`src/rtl/pfdf_pkg.sv`:
```
package pfdf_pkg;

   // panel geometry
   localparam int COLUMNS = 128;
   localparam int PAGES   = 8;

   localparam int CELLS  = COLUMNS * PAGES;
   localparam int ADDR_W = $clog2(CELLS);
   localparam int COL_W  = $clog2(COLUMNS);
   localparam int PAGE_W = (PAGES > 1) ? $clog2(PAGES) : 1;

   // item field widths
   localparam int X_W     = 7;
   localparam int Y_W     = 6;
   localparam int REQ_W   = 16;
   localparam int KIND_W  = 2;
   localparam int BYTE_W  = 8;

   // panel byte constants
   localparam logic [BYTE_W-1:0] PAGE_BASE = 8'hB0;
   localparam logic [BYTE_W-1:0] NIB_MASK  = 8'h0F;
   localparam logic [BYTE_W-1:0] COL_HI    = 8'h10;
   localparam logic [BYTE_W-1:0] MARK_BYTE = 8'h00;

   // input command codes
   localparam logic CMD_PIXEL = 1'b0;
   localparam logic CMD_FLUSH = 1'b1;

   // result kinds
   localparam logic [KIND_W-1:0] KIND_CMD  = 2'd0;
   localparam logic [KIND_W-1:0] KIND_DATA = 2'd1;
   localparam logic [KIND_W-1:0] KIND_MARK = 2'd2;

   typedef enum logic [2:0] {
      SEL_PAGE,
      SEL_COL_LO,
      SEL_COL_HI,
      SEL_DATA,
      SEL_MARK
   } rsp_sel_type;

   // controller to datapath
   typedef struct packed {
      logic        clear_step;
      logic        capture;
      logic        pix_rd;
      logic        pix_wr;
      logic        fl_rd;
      logic        shown_wr;
      logic        scan_step;
      logic        rsp_load;
      rsp_sel_type rsp_sel;
      logic        rsp_last;
   } dp_cmd_type;

   // datapath to controller
   typedef struct packed {
      logic clear_last;
      logic pix_ok;
      logic differ;
      logic scan_final;
      logic rsp_free;
   } dp_status_type;

endpackage

```
`src/rtl/pfdf_ctrl.sv`:
```
module pfdf_ctrl (
   input  logic                     clock,
   input  logic                     reset,
   input  logic                     req_tvalid,
   output logic                     req_tready,
   input  logic                     req_command,
   input  pfdf_pkg::dp_status_type  status,
   output pfdf_pkg::dp_cmd_type     cmd
);

   typedef enum logic [2:0] {
      ST_CLEAR,
      ST_IDLE,
      ST_PIX_RD,
      ST_PIX_WR,
      ST_FL_RD,
      ST_FL_CMP,
      ST_FL_EMIT,
      ST_FL_MARK
   } state_type;

   state_type  state_ff, state_in;
   logic [1:0] step_ff, step_in;

   always_comb begin
      state_in   = state_ff;
      step_in    = step_ff;
      req_tready = 1'b0;
      cmd        = '0;
      cmd.rsp_sel = pfdf_pkg::SEL_MARK;
      unique case (state_ff)
         ST_CLEAR: begin
            cmd.clear_step = 1'b1;
            if (status.clear_last) begin
               state_in = ST_IDLE;
            end
         end
         ST_IDLE: begin
            req_tready  = 1'b1;
            cmd.capture = req_tvalid;
            if (req_tvalid) begin
               state_in = (req_command == pfdf_pkg::CMD_FLUSH) ? ST_FL_RD : ST_PIX_RD;
            end
         end
         ST_PIX_RD: begin
            cmd.pix_rd = 1'b1;
            state_in   = ST_PIX_WR;
         end
         ST_PIX_WR: begin
            cmd.pix_wr = status.pix_ok;
            state_in   = ST_IDLE;
         end
         ST_FL_RD: begin
            cmd.fl_rd = 1'b1;
            state_in  = ST_FL_CMP;
         end
         ST_FL_CMP: begin
            step_in = '0;
            if (status.differ) begin
               cmd.shown_wr = 1'b1;
               state_in     = ST_FL_EMIT;
            end else if (status.scan_final) begin
               state_in = ST_FL_MARK;
            end else begin
               cmd.scan_step = 1'b1;
               state_in      = ST_IDLE;
            end
         end
         ST_FL_EMIT: begin
            cmd.rsp_load = status.rsp_free;
            case (step_ff)
               2'd0:    cmd.rsp_sel = pfdf_pkg::SEL_PAGE;
               2'd1:    cmd.rsp_sel = pfdf_pkg::SEL_COL_LO;
               2'd2:    cmd.rsp_sel = pfdf_pkg::SEL_COL_HI;
               default: cmd.rsp_sel = pfdf_pkg::SEL_DATA;
            endcase
            cmd.rsp_last = (step_ff == 2'd3) && !status.scan_final;
            if (status.rsp_free) begin
               step_in = step_ff + 2'd1;
               if (step_ff == 2'd3) begin
                  if (status.scan_final) begin
                     state_in = ST_FL_MARK;
                  end else begin
                     cmd.scan_step = 1'b1;
                     state_in      = ST_IDLE;
                  end
               end
            end
         end
         ST_FL_MARK: begin
            cmd.rsp_sel  = pfdf_pkg::SEL_MARK;
            cmd.rsp_last = 1'b1;
            cmd.rsp_load = status.rsp_free;
            if (status.rsp_free) begin
               cmd.scan_step = 1'b1;
               state_in      = ST_IDLE;
            end
         end
         default: begin
            state_in = ST_IDLE;
         end
      endcase
   end

   always_ff @(posedge clock) begin
      if (reset) begin
         state_ff <= ST_CLEAR;
         step_ff  <= '0;
      end else begin
         state_ff <= state_in;
         step_ff  <= step_in;
      end
   end

endmodule
```
`config.mk`:
```
export PLATFORM = sky130hd
export DESIGN_NAME = pfdf_ctrl
export DESIGN_NICKNAME = d
export VERILOG_FILES = /design/src/rtl/pfdf_pkg.sv /design/src/rtl/pfdf_ctrl.sv
export SDC_FILE = /design/constraint.sdc
export NUM_CORES = 1
export LEC_CHECK = 0
export BUFFER_PORTS_ARGS = -buffer_cell sky130_fd_sc_hd__buf_2
export CORE_AREA = 2 2 39 41
export DETAILED_ROUTE_END_ITERATION = 10
export DIE_AREA = 0 0 41 43
export GPL_TIMING_DRIVEN = 1
export PLACE_DENSITY = 0.65
export REMOVE_ABC_BUFFERS = 1
export SYNTH_ARGS = -nofsm -noshare
export SYNTH_HDL_FRONTEND = slang
export SYNTH_SLANG_ARGS = --single-unit
```
`constraint.sdc`:
```
create_clock -name clock -period 1.75 [get_ports clock]
set_input_delay 0.2625 -clock clock [delete_from_list [all_inputs] [get_ports clock]]
set_output_delay 0.2625 -clock clock [all_outputs]
set_load 0.01 [all_outputs]
```
* After elaboration in Yosys (flattened, before gate mapping)
Index checks and enable logic that the tools add are counted.
** Cells by class
- $add $sub $neg :: 1
- $mul :: 0
- Divide/modulo/power cells :: 0
- $lt $le $gt $ge :: 0
- Equal/unequal tests :: 15
- Shifts and indexed selects :: 0
- Muxes and demuxes :: 27
- Bitwise operators :: 0
- Reduce and logical (&&, ||, !) cells :: 7
** Operators with widths (count)
- $mux W3 :: 8
- $pmux W3 S8 :: 1
- $mux W1 :: 13
- $eq A3 B3 Y1 const B :: 4
- $ne A2 B2 Y1 const B :: 5
- $pmux W5 S2 :: 1
- $eq A3 B2 Y1 const B :: 2
- $pmux W2 S3 :: 1
- $reduce_and A5 Y1 :: 1
- $eq A2 B2 Y1 const B :: 2
- $pmux W2 S2 :: 1
- $eq A3 B1 Y1 const B :: 1
- $logic_not A3 Y1 :: 1
- $pmux W1 S3 :: 1
- $add A2 B1 Y2 const B :: 1
- $eq A2 B1 Y1 const B :: 1
- $logic_not A2 Y1 :: 1
- $mux W2 :: 1
- $reduce_and A2 Y1 :: 1
- $reduce_bool A2 Y1 :: 1
- $logic_and A1 B1 Y1 :: 1
- $logic_not A1 Y1 :: 1
** Storage, ports and cells
- Register bits :: 5
- Latch bits :: 0
- Memory bits (writable) :: 0
- ROM bits :: 0
- Input port bits :: 9
- Output and inout port bits :: 13
- Memories kept :: 0

* Depth between registers and ports, before layout
- Word-level depth :: 4
- Gate-level depth with buffers :: 5

* Worst setup path before layout
No wires, ideal clock.
- Path type :: register -> output
- From :: reg step_ff[0]
- To :: out cmd[5] (netlist bit)
- Data arrival time :: 1132 ps
- Data required time :: 1487 ps
- Path slack :: 356 ps
- Cell stages (with the launch flop) :: 5
- Cell sequence :: dfxtp_1 > ha_1 > nand2b_1 > a21oi_1 > a32o_1
** RTL lines
- from (decl) :: RTL line pfdf_ctrl.sv:23 : logic [1:0] step_ff, step_in;
- from (signal assigned) :: RTL line pfdf_ctrl.sv:111 : step_ff <= step_in;
- to (decl) :: RTL line pfdf_ctrl.sv:8 : output pfdf_pkg::dp_cmd_type cmd

==> summary.txt <==
Finish
  • Finished Layout Cells: 108
  • Ant. Diodes: 0
  • Post-layout util: about 48%
  • Nets: 105
  • Share of cells above drive strength 1: 35.9%
  • Layout area overhead: 30.5%
  • FILL cells: 144
  • Most frequent cells in the layout: buf_2, nor2_1, nor3_1
  • Leading cell type in the layout, fill and taps excluded: buf_2

GRT
  • GR Overflow Total: 0
  • Vias in the first global route: 502
  • Antenna violations before repair: 0
  • First-pass GRT wire length: 2080 um
  • Largest net degree at the start of global routing: 12
  • Total GRT Usage: between 10% and 20%

Floorplanning
  • I/O pin count: 22
  • Die H: 43 um
  • FP Rows: 14
  • Die area: roughly 1800 um^2
  • Core area: 1380 um^2
  • Initial core utilization: 36.7%
  • Die X: ~41 um

Critical path
  • Setup slack, reg-to-reg: 0.40 ns
  • Reg2reg path depth: 4
  • Cells along the critical path: ha_4, nand2b_1, a21oi_1, a32o_1, buf_2
  • Req. time, crit path: 1.49 ns
  • Worst R2R End: state_ff[1]
  • Critical path arrival: 1.34 ns
  • CP max FO: 6
  • Crit path max-delay family: flip-flops
  • Critical path class: register to output pin
  • Slowest stage delay, CP: 0.42 ns
  • Bufs and invs on worst path: 1
  • Worst Setup End Kind: output pin
  • Slowest CP cell: dfxtp_1
  • Critical Path Source Type: register
  • Reg-to-reg startpoint: state_ff[0]

Clocking
  • H-tree levels: 1
  • CTS sink count: 5
  • TritonCTS buffer count: 3
  • CTS tree: yes
  • CTS Buffer Depth: 2
  • Root buffer cell: clkbuf_4
  • Cts-stage hold buffer count: 0
  • Setup bufs post-CTS: 0
  • CTS clk-pin slew, worst paths: roughly 0.040 ns
  • Skew-Pair Late Insertion Delay: approximately 0.24 ns

Logic synthesis
  • Synthesis-stage register bit count: 5
  • Netlist cell types: 29
  • Seq/Total Area, Yosys: 19.7%
  • Gate Count Post-Synth: 68
  • Yosys Warn Count: 0
  • Mean Syn Cell Area: about 7.5 um^2
  • Synth Cell Area: between 500 and 600 um^2

STA
  • Slew headroom: 76.0%
  • Max Clk Rate: 624 MHz
  • Final Cycle Share: 91.5%
  • RSZ-0062 raised after global routing: false
  • WHS: 0.275 ns
  • Fin. Hold Viols: 0
  • Max-slew violation count: 0
  • Final worst setup slack: 0.149 ns
  • Crit path time final: around 1.6 ns
  • Worst Clk Skew: 0.000332 ns
  • Worst slew pin tran: 0.360 ns
  • # setup viols final: 0
  • Setup TNS: 0 ns

Drt
  • 1st-pass router iterations: 4
  • # DRC: 0
  • Final WL: 1250 um
  • First DRT Iteration DRCs: 14
  • Routed wire length per instance: 11.6 um
  • Vias per cell: approximately 5.3
  • Detailed-route via count: between 500 and 600
  • ANT nets after route: 0

Power
  • Pwr dens: 490 nW/um^2
  • Max VDD drop: ~0.27 mV
  • Leakage power: 0.313 nW

Hold path
  • Hold Crit Depth: 2
  • Hold path endpoint: state_ff[0]
  • Worst Hold Class: input port to register
  • Hold_sp: reset

Placed design
  • GP Congestion: approximately 0.77
  • Port Buffers: 21
  • Setup WS pre-CTS: 0.354 ns
  • Placed cell count: 104
  • DP HPWL: 982 um

Run
  • Max-cap violation count: 0

Run status
  • Status: completed
[power breakdown]
part	internal, W	leakage (nW)	total [W]	switching [W]
Sequential	0.000117	0.0406	0.000125	0.00000746
Clock	0.0000863	0.0150	0.000135	0.0000486
Combinational	0.0000290	0.257	0.0000657	0.0000367
Total	0.000232	0.313	0.000325	0.0000928
[area by class of cell]
type	instances	area, um^2	area share, %
clock buffers	4	26.3	3.96
inverters	7	26.3	3.96
multi-input cells	52	363	54.7
flip-flops and latches	5	100	15.1
well taps	16	20.0	3.02
repair buffers	24	128	19.2
[per-layer routing]
layer	track usage (%)	share of wire, %
met5	0	0
met4	6.00	0
met3	6.28	5.9
met2	26.3	49
met1	21.3	45
[cell usage after synthesis, drive strengths merged]
cell type	number	area (um^2)
inv	7	26.3
nor2	7	26.3
nor3	6	30.0
dfxtp	5	100
nand2	5	18.8
a21oi	4	20.0
buf	4	31.3
nor2b	4	25.0
a32o	3	30.0
ha	3	37.5
nand2b	3	18.8
nand3	2	10.0
o21ai	2	10.0
o41ai	2	32.5
a211o	1	8.76
a211oi	1	7.51
a311oi	1	8.76
and2	1	6.26
and3	1	6.26
mux2i	1	10.0
nand4	1	6.26
o211ai	1	7.51
o221ai	1	15.0
o22ai	1	6.26
o32ai	1	8.76
[state kept, by name (all words and copies together) (netlist names)]
name and flops:
step_ff 2, state_ff 3
[worst max-delay path by stage]
| stage | start | endpoint | depth (start not counted) |
|---|---|---|---|
| after floorplan | state_ff[0] | cmd[5] | 3 |
| after global placement | step_ff[1] | cmd[5] | 5 |
| after detailed placement | step_ff[0] | cmd[5] | 5 |
| after CTS | step_ff[0] | cmd[5] | 5 |
| after global routing | state_ff[0] | cmd[5] | 4 |
| final | step_ff[0] | cmd[5] | 5 |
[worst register-to-register path: cells and delay by family, from the launching register on]
family,cells,cell delay [ns]
AOI/OAI and AO/OA,2,0.35
buffers and inverters,1,0.23
and+or+nand+nor,1,0.14
DFF,1,0.53
[through the flow]
stage / power [W] / instance area, um^2
2_1_floorplan: 0.000161 / 477
5_1_grt: 0.000349 / 663
6_report: 0.000325 / 663
3_5_place_dp: 0.000192 / 624
3_3_place_gp: 0.000192 / 624
4_1_cts: 0.000331 / 651
[kinds of logic after synthesis]
kind of cell / synth area share [%]
flip-flops: 19.7
multiplexers: 1.97
AO/OA/AOI/OAI: 30.5
buffers and inverters: 11.3
adder cells (fa/ha/maj): 7.39
AND/OR/NAND/NOR: 29.1
[what timing repair did]
item                                    4_1_cts  5_1_grt
endpoints found under the setup margin        0        1
endpoints found under the hold margin         0        0
resized for setup                             0        2
No activity file was read; power rests on OpenSTA's default activity.
